`src/sv/radix_digit_converter_unit_macros.svh`:
```
// assertion macros for the radix digit converter
// used by the top level only, no other dependencies
`ifndef RADIX_DIGIT_CONVERTER_UNIT_MACROS_SVH
`define RADIX_DIGIT_CONVERTER_UNIT_MACROS_SVH

// same-cycle implication, disabled in reset
`define RDC_ASSERT_NOW(label, clk, rst_n, ante, cons) \
    label: assert property (@(posedge clk) disable iff (!rst_n) (ante) |-> (cons)) \
        else $error("rdc assertion failed");

// next-cycle implication, disabled in reset
`define RDC_ASSERT_NEXT(label, clk, rst_n, ante, cons) \
    label: assert property (@(posedge clk) disable iff (!rst_n) (ante) |=> (cons)) \
        else $error("rdc assertion failed");

`endif

```
`src/sv/rdc_pkg.sv`:
```
// shared types, constants and helper functions of the radix digit converter
// no dependencies
`timescale 1ns / 1ps

package rdc_pkg;

    typedef logic [4:0] radix_t;
    typedef logic [3:0] digit_t;
    typedef logic [6:0] char_t;
    typedef logic [6:0] count_t;

    localparam radix_t RADIX_MIN = 5'd2;
    localparam radix_t RADIX_MAX = 5'd16;

    // remainder steps done per clock by the divider
    localparam int DIV_STEPS = 8;

    localparam char_t CHAR_ZERO   = 7'd48;
    localparam char_t CHAR_A_LOW  = 7'd97;

    function automatic radix_t clamp_radix(input radix_t r);
        radix_t res;
        if (r < RADIX_MIN)
        begin
            res = RADIX_MIN;
        end
        else if (r > RADIX_MAX)
        begin
            res = RADIX_MAX;
        end
        else
        begin
            res = r;
        end
        return res;
    endfunction

    // "0123456789abcdef"
    function automatic char_t digit_to_char(input digit_t d);
        char_t c;
        if (d < 4'd10)
        begin
            c = CHAR_ZERO + 7'(d);
        end
        else
        begin
            c = CHAR_A_LOW + 7'(d - 4'd10);
        end
        return c;
    endfunction

endpackage

```
`src/sv/rdc_ifs.sv`:
```
// valid/ready channel interfaces of the radix digit converter
// depends on rdc_pkg
`timescale 1ns / 1ps

interface rdc_in_if;
    logic                 valid;
    logic                 ready;
    logic [63:0]          value;
    rdc_pkg::radix_t      radix;

    modport source (output valid, output value, output radix, input ready);
    modport sink   (input valid, input value, input radix, output ready);
endinterface

interface rdc_out_if;
    logic                 valid;
    logic                 ready;
    rdc_pkg::char_t       digit_char;
    rdc_pkg::count_t      digit_count;
    logic                 last;

    modport source (output valid, output digit_char, output digit_count, output last,
                    input ready);
    modport sink   (input valid, input digit_char, input digit_count, input last,
                    output ready);
endinterface

```
`src/sv/rdc_front.sv`:
```
// front end: takes input transfers, masks the value, clamps the radix
// and holds them in a two-entry queue for the back end; depends on rdc_pkg, rdc_ifs
`timescale 1ns / 1ps

module rdc_front #(
    parameter int VALUE_WIDTH = 64
) (
    input  logic                   clk,
    input  logic                   rst_n,
    rdc_in_if.sink                 din,
    output logic                   q_valid,
    input  logic                   q_ready,
    output logic [VALUE_WIDTH-1:0] q_value,
    output rdc_pkg::radix_t        q_radix
);
    import rdc_pkg::*;

    localparam logic [1:0] QUEUE_DEPTH = 2'd2;

    logic [VALUE_WIDTH-1:0] ent_value_reg [2];
    radix_t                 ent_radix_reg [2];
    logic                   wr_ptr_reg;
    logic                   rd_ptr_reg;
    logic [1:0]             cnt_reg;
    logic [1:0]             cnt_next;
    logic                   push;
    logic                   pop;

    assign din.ready = (cnt_reg != QUEUE_DEPTH);
    assign push      = din.valid && din.ready;
    assign pop       = q_valid && q_ready;

    assign q_valid = (cnt_reg != 2'd0);
    assign q_value = ent_value_reg[rd_ptr_reg];
    assign q_radix = ent_radix_reg[rd_ptr_reg];

    always_comb
    begin
        cnt_next = cnt_reg;
        if (push && !pop)
        begin
            cnt_next = cnt_reg + 2'd1;
        end
        else if (pop && !push)
        begin
            cnt_next = cnt_reg - 2'd1;
        end
    end

    always_ff @(posedge clk or negedge rst_n)
    begin
        if (!rst_n)
        begin
            wr_ptr_reg <= 1'b0;
            rd_ptr_reg <= 1'b0;
            cnt_reg    <= 2'd0;
        end
        else
        begin
            cnt_reg <= cnt_next;
            if (push)
            begin
                wr_ptr_reg <= ~wr_ptr_reg;
            end
            if (pop)
            begin
                rd_ptr_reg <= ~rd_ptr_reg;
            end
        end
    end

    always_ff @(posedge clk)
    begin
        if (push)
        begin
            ent_value_reg[wr_ptr_reg] <= din.value[VALUE_WIDTH-1:0];
            ent_radix_reg[wr_ptr_reg] <= clamp_radix(din.radix);
        end
    end

endmodule

```
`src/sv/rdc_back.sv`:
```
// back end: digit-serial division into a digit buffer, then reversed emission
// through an output register; depends on rdc_pkg, rdc_ifs
`timescale 1ns / 1ps

module rdc_back #(
    parameter int VALUE_WIDTH = 64,
    parameter int MAX_DIGITS  = 64
) (
    input  logic                   clk,
    input  logic                   rst_n,
    input  logic                   q_valid,
    output logic                   q_ready,
    input  logic [VALUE_WIDTH-1:0] q_value,
    input  rdc_pkg::radix_t        q_radix,
    rdc_out_if.source              dout
);
    import rdc_pkg::*;

    localparam int CHUNKS = (VALUE_WIDTH + DIV_STEPS - 1) / DIV_STEPS;
    localparam int PAD_W  = CHUNKS * DIV_STEPS;
    localparam int CW     = $clog2(CHUNKS) + 1;
    localparam int AW     = $clog2(MAX_DIGITS);
    localparam int NW     = $clog2(MAX_DIGITS + 1);

    localparam logic [1:0] ST_IDLE = 2'd0;
    localparam logic [1:0] ST_DIV  = 2'd1;
    localparam logic [1:0] ST_LOAD = 2'd2;
    localparam logic [1:0] ST_SHOW = 2'd3;

    logic [1:0]       state_reg, state_next;
    logic [PAD_W-1:0] div_reg, div_next;
    digit_t           rem_reg, rem_next;
    radix_t           radix_reg, radix_next;
    logic [CW-1:0]    chunk_reg, chunk_next;
    logic [NW-1:0]    cnt_reg, cnt_next;
    logic [AW-1:0]    idx_reg, idx_next;
    digit_t           rd_data_reg;
    logic             out_valid_reg, out_valid_next;
    char_t            out_char_reg;
    count_t           out_count_reg;
    logic             out_last_reg;
    logic             out_load;

    logic [PAD_W-1:0] div_step;
    digit_t           rem_step;
    logic             wr_en;
    logic             rd_en;

    digit_t           dig_mem [MAX_DIGITS];

    // eight shift-and-subtract remainder steps per clock
    always_comb
    begin
        logic [4:0] trial;
        div_step = div_reg;
        rem_step = rem_reg;
        for (int i = 0; i < DIV_STEPS; i++)
        begin
            trial    = {rem_step, div_step[PAD_W-1]};
            div_step = {div_step[PAD_W-2:0], 1'b0};
            if (trial >= radix_reg)
            begin
                trial       = trial - radix_reg;
                div_step[0] = 1'b1;
            end
            rem_step = trial[3:0];
        end
    end

    assign q_ready = (state_reg == ST_IDLE);

    always_comb
    begin
        state_next     = state_reg;
        div_next       = div_reg;
        rem_next       = rem_reg;
        radix_next     = radix_reg;
        chunk_next     = chunk_reg;
        cnt_next       = cnt_reg;
        idx_next       = idx_reg;
        wr_en          = 1'b0;
        rd_en          = 1'b0;
        out_load       = 1'b0;
        out_valid_next = out_valid_reg && !dout.ready;

        unique case (state_reg)
            ST_IDLE:
            begin
                if (q_valid)
                begin
                    div_next   = PAD_W'(q_value);
                    radix_next = q_radix;
                    rem_next   = '0;
                    chunk_next = '0;
                    cnt_next   = '0;
                    state_next = ST_DIV;
                end
            end
            ST_DIV:
            begin
                div_next = div_step;
                rem_next = rem_step;
                if (chunk_reg == CW'(CHUNKS - 1))
                begin
                    // remainder is the next digit, quotient stays for the next pass
                    wr_en      = 1'b1;
                    cnt_next   = cnt_reg + NW'(1);
                    chunk_next = '0;
                    rem_next   = '0;
                    if (div_step == '0 || cnt_reg == NW'(MAX_DIGITS - 1))
                    begin
                        idx_next   = cnt_reg[AW-1:0];
                        state_next = ST_LOAD;
                    end
                end
                else
                begin
                    chunk_next = chunk_reg + CW'(1);
                end
            end
            ST_LOAD:
            begin
                rd_en      = 1'b1;
                state_next = ST_SHOW;
            end
            ST_SHOW:
            begin
                if (!out_valid_reg || dout.ready)
                begin
                    out_load       = 1'b1;
                    out_valid_next = 1'b1;
                    if (idx_reg == '0)
                    begin
                        state_next = ST_IDLE;
                    end
                    else
                    begin
                        idx_next   = idx_reg - AW'(1);
                        state_next = ST_LOAD;
                    end
                end
            end
            default:
            begin
                state_next = ST_IDLE;
            end
        endcase
    end

    always_ff @(posedge clk or negedge rst_n)
    begin
        if (!rst_n)
        begin
            state_reg     <= ST_IDLE;
            out_valid_reg <= 1'b0;
        end
        else
        begin
            state_reg     <= state_next;
            out_valid_reg <= out_valid_next;
        end
    end

    always_ff @(posedge clk)
    begin
        div_reg   <= div_next;
        rem_reg   <= rem_next;
        radix_reg <= radix_next;
        chunk_reg <= chunk_next;
        cnt_reg   <= cnt_next;
        idx_reg   <= idx_next;
        if (out_load)
        begin
            out_char_reg  <= digit_to_char(rd_data_reg);
            out_count_reg <= 7'(cnt_reg);
            out_last_reg  <= (idx_reg == '0);
        end
    end

    // digit buffer, least significant digit at address zero
    always_ff @(posedge clk)
    begin
        if (wr_en)
        begin
            dig_mem[cnt_reg[AW-1:0]] <= rem_step;
        end
        if (rd_en)
        begin
            rd_data_reg <= dig_mem[idx_reg];
        end
    end

    assign dout.valid       = out_valid_reg;
    assign dout.digit_char  = out_char_reg;
    assign dout.digit_count = out_count_reg;
    assign dout.last        = out_last_reg;

endmodule

```
`src/sv/radix_digit_converter_unit.sv`:
```
// Converts an unsigned value to lower-case ASCII digits in radix 2 to 16, most
// significant digit first, one digit per output transfer, with the digit count on
// every transfer and last on the final digit. A two-entry queue takes new inputs
// while the back end works. The remainder unit does 8 division steps per cycle
// over C = ceil(VALUE_WIDTH/8) chunks per digit; each digit is then read back from the
// digit buffer into the output register, which holds while the receiver stalls.
// Depends on rdc_pkg, rdc_ifs, rdc_front, rdc_back and the assertion macros.
`timescale 1ns / 1ps
`include "radix_digit_converter_unit_macros.svh"

module radix_digit_converter_unit #(
    parameter int VALUE_WIDTH = 64,
    parameter int MAX_DIGITS  = 64
) (
    input  logic      clk,
    input  logic      rst_n,
    rdc_in_if.sink    din,
    rdc_out_if.source dout
);
    import rdc_pkg::*;

    logic                   q_valid;
    logic                   q_ready;
    logic [VALUE_WIDTH-1:0] q_value;
    radix_t                 q_radix;

    rdc_front #(
        .VALUE_WIDTH (VALUE_WIDTH)
    ) u_front (
        .clk     (clk),
        .rst_n   (rst_n),
        .din     (din),
        .q_valid (q_valid),
        .q_ready (q_ready),
        .q_value (q_value),
        .q_radix (q_radix)
    );

    rdc_back #(
        .VALUE_WIDTH (VALUE_WIDTH),
        .MAX_DIGITS  (MAX_DIGITS)
    ) u_back (
        .clk     (clk),
        .rst_n   (rst_n),
        .q_valid (q_valid),
        .q_ready (q_ready),
        .q_value (q_value),
        .q_radix (q_radix),
        .dout    (dout)
    );

    // queued radix is always clamped into range
    `RDC_ASSERT_NOW(a_queue_radix, clk, rst_n, q_valid, (q_radix >= RADIX_MIN && q_radix <= RADIX_MAX))

    // digit count stays within the buffer size
    `RDC_ASSERT_NOW(a_count_range, clk, rst_n, dout.valid, (dout.digit_count >= 7'd1 && dout.digit_count <= 7'(MAX_DIGITS)))

    // all digits of one conversion carry the same count
    `RDC_ASSERT_NEXT(a_count_same, clk, rst_n, (dout.valid && dout.ready && !dout.last), (!dout.valid || dout.digit_count == $past(dout.digit_count)))

endmodule

```
`src/flat_wrapper.sv`:
```
// flat-port wrapper written by rule: the top's interface ports become plain ports
module radix_digit_converter_unit_flat import rdc_pkg::*;
#(
    parameter int VALUE_WIDTH = 64,
    parameter int MAX_DIGITS  = 64
)
  (clk, rst_n, din_valid, din_value, din_radix, din_ready, dout_valid, dout_digit_char, dout_digit_count, dout_last, dout_ready);
  rdc_in_if din_i ();
  rdc_out_if dout_i ();
  input  logic clk;
  input  logic rst_n;
  input wire logic [$bits(din_i.valid)-1:0] din_valid;
  input wire logic [$bits(din_i.value)-1:0] din_value;
  input wire logic [$bits(din_i.radix)-1:0] din_radix;
  output wire logic [$bits(din_i.ready)-1:0] din_ready;
  output wire logic [$bits(dout_i.valid)-1:0] dout_valid;
  output wire logic [$bits(dout_i.digit_char)-1:0] dout_digit_char;
  output wire logic [$bits(dout_i.digit_count)-1:0] dout_digit_count;
  output wire logic [$bits(dout_i.last)-1:0] dout_last;
  input wire logic [$bits(dout_i.ready)-1:0] dout_ready;
  assign din_i.valid = din_valid;
  assign din_i.value = din_value;
  assign din_i.radix = din_radix;
  assign din_ready = din_i.ready;
  assign dout_valid = dout_i.valid;
  assign dout_digit_char = dout_i.digit_char;
  assign dout_digit_count = dout_i.digit_count;
  assign dout_last = dout_i.last;
  assign dout_i.ready = dout_ready;
  radix_digit_converter_unit #(.VALUE_WIDTH(VALUE_WIDTH), .MAX_DIGITS(MAX_DIGITS)) u_core (.clk(clk), .rst_n(rst_n), .din(din_i), .dout(dout_i));
endmodule
```
`config.mk`:
```
export PLATFORM = sky130hd
export DESIGN_NAME = radix_digit_converter_unit_flat
export DESIGN_NICKNAME = d
export VERILOG_FILES = /design/src/sv/rdc_pkg.sv /design/src/sv/rdc_ifs.sv /design/src/sv/rdc_front.sv /design/src/sv/rdc_back.sv /design/src/sv/radix_digit_converter_unit.sv /design/src/flat_wrapper.sv
export VERILOG_INCLUDE_DIRS = /design/src /design/src/sv
export SDC_FILE = /design/constraint.sdc
export NUM_CORES = 1
export LEC_CHECK = 0
export ABC_AREA = 1
export BUFFER_PORTS_ARGS = -buffer_cell sky130_fd_sc_hd__clkbuf_2
export CORE_UTILIZATION = 62
export CTS_BUF_LIST = sky130_fd_sc_hd__clkbuf_16
export CTS_CLUSTER_SIZE = 16
export DETAILED_ROUTE_END_ITERATION = 12
export PLACE_DENSITY_LB_ADDON = 0.15
export SLEW_MARGIN = 20
export SYNTH_ARGS = -nofsm -noshare
export SYNTH_HDL_FRONTEND = slang
export SYNTH_HIERARCHICAL = 1
export SYNTH_SLANG_ARGS = --single-unit
```
`constraint.sdc`:
```
create_clock -name clk -period 13.7 [get_ports clk]
set_input_delay 0.685 -clock clk [delete_from_list [all_inputs] [get_ports clk]]
set_output_delay 0.685 -clock clk [all_outputs]
set_load 0.02 [all_outputs]
```
==> impl_metrics.csv, run 1 <==
group,metric,value,unit
run_status,outcome,"complete, no violations",
worst_setup_path,cpMostUsedCell,"nand2_1",
clock_tree,cts_num_sinks,510,
place,portBuffers,89,
floorplan,dieArea,37300,sq um
global_route,track_usage,27.2,%
sta,rsz0062_at_grt,"false",
sta,slew_viol_final,0,
yosys,yosys.area_share.adder,3.41,%
yosys,synth.mux.area_fraction,0,%
worst_hold_path,hold_class,"in -> reg",
routing,drc,0,
yosys,synthArstFlopShare,1.37,%
sta,setup_viol,0,
yosys,synth_edf_count,503,
sta,timing.slew.headroom,26.7,%
routing,vias,15200,
routing,viasPerCell,5.76,
yosys,synth_top_family_by_area,"simple AND/OR/NAND/NOR gates",
sta,clock.fmax,0.0825,GHz
yosys,synthFlopType,"edfxtp_1",
clock_tree,cts_tree,"built",
power_and_ir_drop,p_per_area,132,nW/um^2
clock_tree,root_buffer,"clkbuf_16",
worst_setup_path,rr_worst_depth,62,
worst_setup_path,worst-path-max-fanout,33,
clock_tree,clk_pin_slew_worst_paths,0.06,ns
yosys,syn_nets,2202,
sta,fin_crit,12.12,ns
worst_setup_path,cp.arrival,12.51,ns
worst_setup_path,end_kind,"flop",
flow_run,drv_cap,0,
yosys,synth.most_common_cell,"nand2_1",
yosys,synth_top_area_share,66.7,%
clock_tree,cts_buffer_depth,3,
yosys,yosysWarnings,6,
clock_tree,clock_latency,0.60,ns
sta,setup_tns,0,ns
routing,wire_per_inst,18.9,microns
sta,finClkSkew,0.0244,ns
worst_hold_path,whs_path_depth,1,
sta,worst_slack,1.58,ns
yosys,synth_top_area_cell,"edfxtp_1",
yosys,synth-simple-area-share,17.4,%
worst_setup_path,crit_type,"reg -> reg",
yosys,synth_xor_xnor_area_share,0.889,%
clock_tree,htree_levels,2,
routing,first_pass_iters,7,
layout,nNetsFinal,2272,
layout,syn2layout_area_growth,10.4,%
place,place.gp.congestion,0.901,
worst_setup_path,worstPathRequired,14.08,ns
global_route,grt.overflow.total,0,
global_route,grt_pass1_vias,14600,
floorplan,dieHeight,193,microns
floorplan,start_util,63.4,%
yosys,netlist_area,22700,sq um
layout,drive_above_1_share,9.80,%
place,dp_slack,1.79,ns
worst_setup_path,worstSetupStartpointType,"flop",
sta,worstMarginPinSlew,1.10,ns
layout,largest_reg_flops,256,
floorplan,io_pins,90,
worst_setup_path,max_stage_delay,0.80,ns
sta,hold_violations,0,
yosys,ys_top_cells_by_count,"542 x nand2_1, 503 x edfxtp_1, 293 x nor2_1",
yosys,synth_cell_types,38,
yosys,synth-compound-area-share,6.82,%
global_route,grt_pass1_wl,77000,microns
global_route,antenna_found_initial,1,
floorplan,die_w,193,microns
yosys,synth.area.top_cells,"edfxtp_1 67%, nand2_1 9.0%, nor2_1 4.9%",
yosys,yosys_register_bits,510,
global_route,grt_start_max_net_pins,106,
place,dpl.hpwl,31200,microns
layout,fin_util,70.0,%
worst_setup_path,cp_slowest_cell,"inv_1",
clock_tree,cts_buffers,50,
power_and_ir_drop,p_leak,0.00962,uW
yosys,synth-seq-area-share,67.5,%
routing,routed_wl,49900,microns
clock_tree,post_cts_buffers,0,
floorplan,coreArea,35700,sq um
yosys,syn_inst,2072,
floorplan,rows,69,
routing,final_antenna_net_count,0,
power_and_ir_drop,peakVddDrop,0.171,mV
routing,drtIter0Drc,1552,
yosys,avgSynthCellArea,10.9,sq um
sta,min_period_over_period,88.5,%
## metal layers
metal	wire length [microns]	share of wire, %	track usage [%]
met1	19800	40	35.0
met2	25000	50	46.8
met3	3670	7.4	4.33
met4	1460	2.9	10.0
met5	0	0	0
## power by group
group | switching [uW] | internal (uW) | leakage, uW
logic | 101 | 32.8 | 0.00397
registers | 24.3 | 1810 | 0.00482
clock network | 572 | 761 | 0.000835
total | 697 | 2610 | 0.00962
## final cells by class
class / instances / area (sq um)
Sequential cell: 510 / 15300
Fill cell: 2585 / 10700
Multi-Input combinational cell: 1346 / 6490
Clock buffer: 50 / 1250
Tap cell: 461 / 577
Timing Repair Buffer: 105 / 568
Inverter: 129 / 487
Clock inverter: 43 / 349
Antenna cell: 1 / 2.50
## cells in the final DEF (no fill, tap or decap), types with 4 or more instances in the layout
cell type	synthesis	layout
clkbuf_2	1	89
or2_2	7	7
xnor2_1	5	5
and2_1	5	5
o22ai_1	40	40
o21ai_1	12	12
clkbuf_16	0	50
nand2_1	542	539
inv_2	6	7
nand4_1	11	11
buf_4	14	15
bufinv_16	0	5
fa_1	8	8
inv_1	120	131
nor2_1	293	291
nor2_4	2	4
nand2_2	7	9
a31oi_1	6	6
a21oi_1	20	19
nor2_2	5	5
nor3_1	12	12
clkinv_1	2	11
o21ai_0	186	186
clkinv_2	0	10
o211ai_1	17	17
xor2_1	18	18
edfxtp_1	503	503
nand3_1	90	90
ha_1	49	49
dfrtp_1	7	6
## kinds of logic (layout without fill, tap and decap cells)
group | Yosys count | after routing
DFF | 510 | 510
buffers and inverters | 216 | 327
xor gates and xnor gates | 23 | 23
AOI/OAI and AO/OA | 286 | 286
adders and majority gates | 57 | 57
other | 0 | 1
and+or+nand+nor | 980 | 980
## timing repair
action	4_1_cts	5_1_grt
gates resized for setup	0	0
endpoints found under the setup margin	0	0
hold endpoints to repair	7	0
hold buffers	1	0
## path summary, 6_finish.rpt
path                                                  from                                   to  slack (ns)
worst max-delay path            u_core/u_back/radix_reg[1]         u_core/u_back/dig_mem[13][0]        1.58
worst min-delay path                         din_value[60]  u_core/u_front/ent_value_reg[0][60]        0.29
worst max register to register  u_core/u_back/radix_reg[1]         u_core/u_back/dig_mem[13][0]        1.58
worst min register to register   u_core/u_front/cnt_reg[0]            u_core/u_front/cnt_reg[0]        0.50
max in group asynchronous                            rst_n            u_core/u_front/rd_ptr_reg       12.99
min in group asynchronous                            rst_n             u_core/u_back/dout.valid        0.51
## stage by stage
step	hold slack, ns	area [sq um]	total power [uW]	instances
2_1_floorplan	0.389	22700	1950	2072
3_5_place_dp	0.488	23400	2000	2550
6_report	0.286	25000	3300	2645
3_3_place_gp	0.482	23400	2000	2550
5_1_grt	0.263	25000	3400	2645
4_1_cts	0.254	25000	3330	2644
## critical path: cells and delay by family (launching register included)
kind,cells,cell delay [ns]
compound gates,4,0.86
fa+ha+maj,8,2.59
buf+inv,9,2.10
flops,1,0.67
simple gates,41,5.66
(Power assumes the default switching activity.)
==> run 2, diff against run 1 <==
--- a/config.mk
+++ b/config.mk
@@ -8,11 +8,12 @@
 export LEC_CHECK = 0
 export ABC_AREA = 1
 export BUFFER_PORTS_ARGS = -buffer_cell sky130_fd_sc_hd__clkbuf_2
-export CORE_UTILIZATION = 62
-export CTS_BUF_LIST = sky130_fd_sc_hd__clkbuf_16
+export CORE_MARGIN = 2
+export CORE_UTILIZATION = 64
+export CTS_BUF_LIST = sky130_fd_sc_hd__clkbuf_4
 export CTS_CLUSTER_SIZE = 16
 export DETAILED_ROUTE_END_ITERATION = 12
-export PLACE_DENSITY_LB_ADDON = 0.15
+export PLACE_DENSITY = 0.79
 export SLEW_MARGIN = 20
 export SYNTH_ARGS = -nofsm -noshare
 export SYNTH_HDL_FRONTEND = slang
==> run 2 against run 1 <==
Against the previous run: global-route usage rose by 0.43 points; design area barely moved; die area fell by 1.0%; highest routed layer is now met5; maximum frequency rose by 4.2%; via count rose by 3.2%; wire length rose by 0.15%; final cell count rose by 4.8%; critical path depth rose by 5.
==> impl_metrics.csv, run 2 (synthesis gave the netlist of run 1 again) <==
group,metric,value,unit
run_status,outcome,"complete, no violations",
worst_hold_path,hold-path-endpoint,"u_core/u_front/ent_value_reg[1][11]",
global_route,grt_start_max_net_pins,114,
clock_tree,clock_latency,0.85,ns
sta,fin_crit,11.63,ns
layout,drive_above_1_share,13.8,%
place,place.gp.congestion,0.880,
floorplan,dieHeight,192,microns
worst_setup_path,worstPathRequired,14.18,ns
power_and_ir_drop,combPwrFrac,4.3,%
worst_setup_path,worstSetupStartpointType,"flop",
worst_setup_path,cp.arrival,12.11,ns
floorplan,io_pins,90,
layout,largest_reg_flops,256,
sta,timing.slew.headroom,26.7,%
floorplan,dieArea,36900,sq um
power_and_ir_drop,seqPwrFrac,58.4,%
sta,setup_viol,0,
worst_setup_path,reg2reg_to,"u_core/u_back/dig_mem[2][0]",
clock_tree,htree_levels,3,
sta,clock.fmax,0.0860,GHz
routing,drc,0,
place,dpl.hpwl,30600,microns
worst_hold_path,hold_path_startpoint,"din_value[11]",
power_and_ir_drop,p_sw,705,uW
global_route,grt.overflow.total,0,
worst_setup_path,end_kind,"flop",
sta,setup_tns,0,ns
sta,worst_slack,2.07,ns
routing,viasPerCell,5.67,
global_route,antenna_found_initial,3,
global_route,use_met1,34.1,%
worst_setup_path,max_stage_delay,0.65,ns
sta,hold_violations,0,
place,dpl_cell_area,23400,sq um
sta,worstMarginPinSlew,1.10,ns
floorplan,coreArea,34700,sq um
power_and_ir_drop,p_total,3150,uW
flow_run,drv_cap,0,
sta,slew_viol_final,0,
global_route,grtUsageMet2,47.9,%
routing,wire_per_inst,18.0,microns
layout,final_cell_mix,"539 x nand2_1, 503 x edfxtp_1, 291 x nor2_1",
sta,rsz0062_at_grt,"false",
clock_tree,root_buffer,"clkbuf_4",
power_and_ir_drop,peakVddDrop,0.141,mV
floorplan,rows,68,
routing,drtIter0Drc,1421,
layout,syn2layout_area_growth,10.3,%
worst_setup_path,cp_slowest_cell,"edfxtp_1",
layout,nNetsFinal,2352,
worst_hold_path,whs_path_depth,1,
layout,fin_area,25000,sq um
global_route,met3_usage,5.41,%
routing,final_antenna_net_count,0,
floorplan,start_util,65.3,%
routing,vias,15700,
worst_hold_path,hold_class,"in -> reg",
clock_tree,cts_buffers,121,
place,dp_slack,2.00,ns
clock_tree,post_cts_buffers,0,
power_and_ir_drop,internal_power,2440,uW
sta,min_period_over_period,84.9,%
clock_tree,clk_pin_slew_worst_paths,0.07,ns
sta,hold_ws,0.0751,ns
routing,routed_wl,50000,microns
sta,finClkSkew,0.0950,ns
worst_setup_path,reg2reg_slack,2.07,ns
worst_setup_path,rr_worst_depth,67,
worst_setup_path,crit_type,"reg -> reg",
place,portBuffers,89,
power_and_ir_drop,p_per_area,126,nW/um^2
power_and_ir_drop,p_leak,0.00971,uW
layout,final_common_cell,"nand2_1",
layout,fillCellCount,2420,
global_route,grt_pass1_wl,78300,microns
worst_setup_path,cpMostUsedCell,"nand2_1",
power_and_ir_drop,swShare,22.4,%
routing,first_pass_iters,6,
global_route,track_usage,27.6,%
global_route,grt-busiest-layer,"met2",
clock_tree,cts_num_sinks,510,
clock_tree,cts_tree,"built",
worst_setup_path,crit_start,"u_core/u_back/radix_reg[1]",
worst_setup_path,worst-path-max-fanout,64,
global_route,grt_pass1_vias,15700,
worst_setup_path,reg2reg_from,"u_core/u_back/radix_reg[1]",
floorplan,die_w,192,microns
clock_tree,cts_buffer_depth,3,
power_and_ir_drop,pwr-share-clk,37.2,%
run 2: changes by cell type in the layout (fill, tap and decap cells not counted), sizes merged:
cell         change
clkbuf         +121
inv             -13
clkinv          +18
diode            +1
clkinvlp         +1
bufinv           -4
buf              -2
dlygate4sd3     +11
run 2: critical path, delay by kind of cell, from the launching register on:
kind | cells | cell delay, ns
flip-flops | 1 | 0.65
buffers and inverters | 10 | 1.54
AND/OR/NAND/NOR | 45 | 5.95
AO/OA/AOI/OAI | 4 | 0.58
adder cells (fa/ha/maj) | 8 | 2.56
run 2: how the worst max path moves through the flow:
stage	endpoint	slack, ns	depth (start not counted)
after detailed placement	u_core/u_back/dig_mem[5][2]	2.00	65
after global placement	u_core/u_back/dig_mem[4][2]	2.72	65
final	u_core/u_back/dig_mem[2][0]	2.07	67
after floorplan	u_core/u_back/dig_mem[0][0]	3.79	66
after CTS	u_core/u_back/dig_mem[49][2]	1.95	65
after global routing	u_core/u_back/dig_mem[0][0]	0.87	66
run 2: through the flow:
step	utilization, %	std cells
5_1_grt	72.0	2771
2_1_floorplan	-	2072
4_1_cts	71.9	2769
3_3_place_gp	67.3	2542
6_report	72.0	2772
3_5_place_dp	67.3	2542
run 2: routing by layer:
| layer | vias to the layer above | part of all wire, % |
|---|---|---|
| met5 | - | 0.026 |
| met4 | 2 | 3.2 |
| met3 | 117 | 7.4 |
| met2 | 699 | 51 |
| met1 | 7380 | 38 |
| li1 | 7517 | - |
run 2: final cells by class:
cell class	instances	area (sq um)	area share, %
multi-input combinational	1346	6500	26.0
inverter	129	487	1.95
clock inverter	45	208	0.831
tap	455	569	2.28
sequential	510	15300	61.1
timing repair buffer	114	663	2.65
antenna	2	5.00	0.0200
clock buffer	171	1280	5.14
run 2: power groups by stage:
stage	logic, uW	clock network, uW	registers (uW)
6_report	137	1170	1840
5_1_grt	152	1270	1850
4_1_cts	136	1190	1840
3_5_place_dp	133	0	1870
3_3_place_gp	129	0	1870
2_1_floorplan	82.5	0	1870
run 2: timing repair:
action / CTS / global route
hold buffers: 11 / 1
setup endpoints to repair: 0 / 0
hold endpoints to repair: 23 / 2
resized for setup: 0 / 0
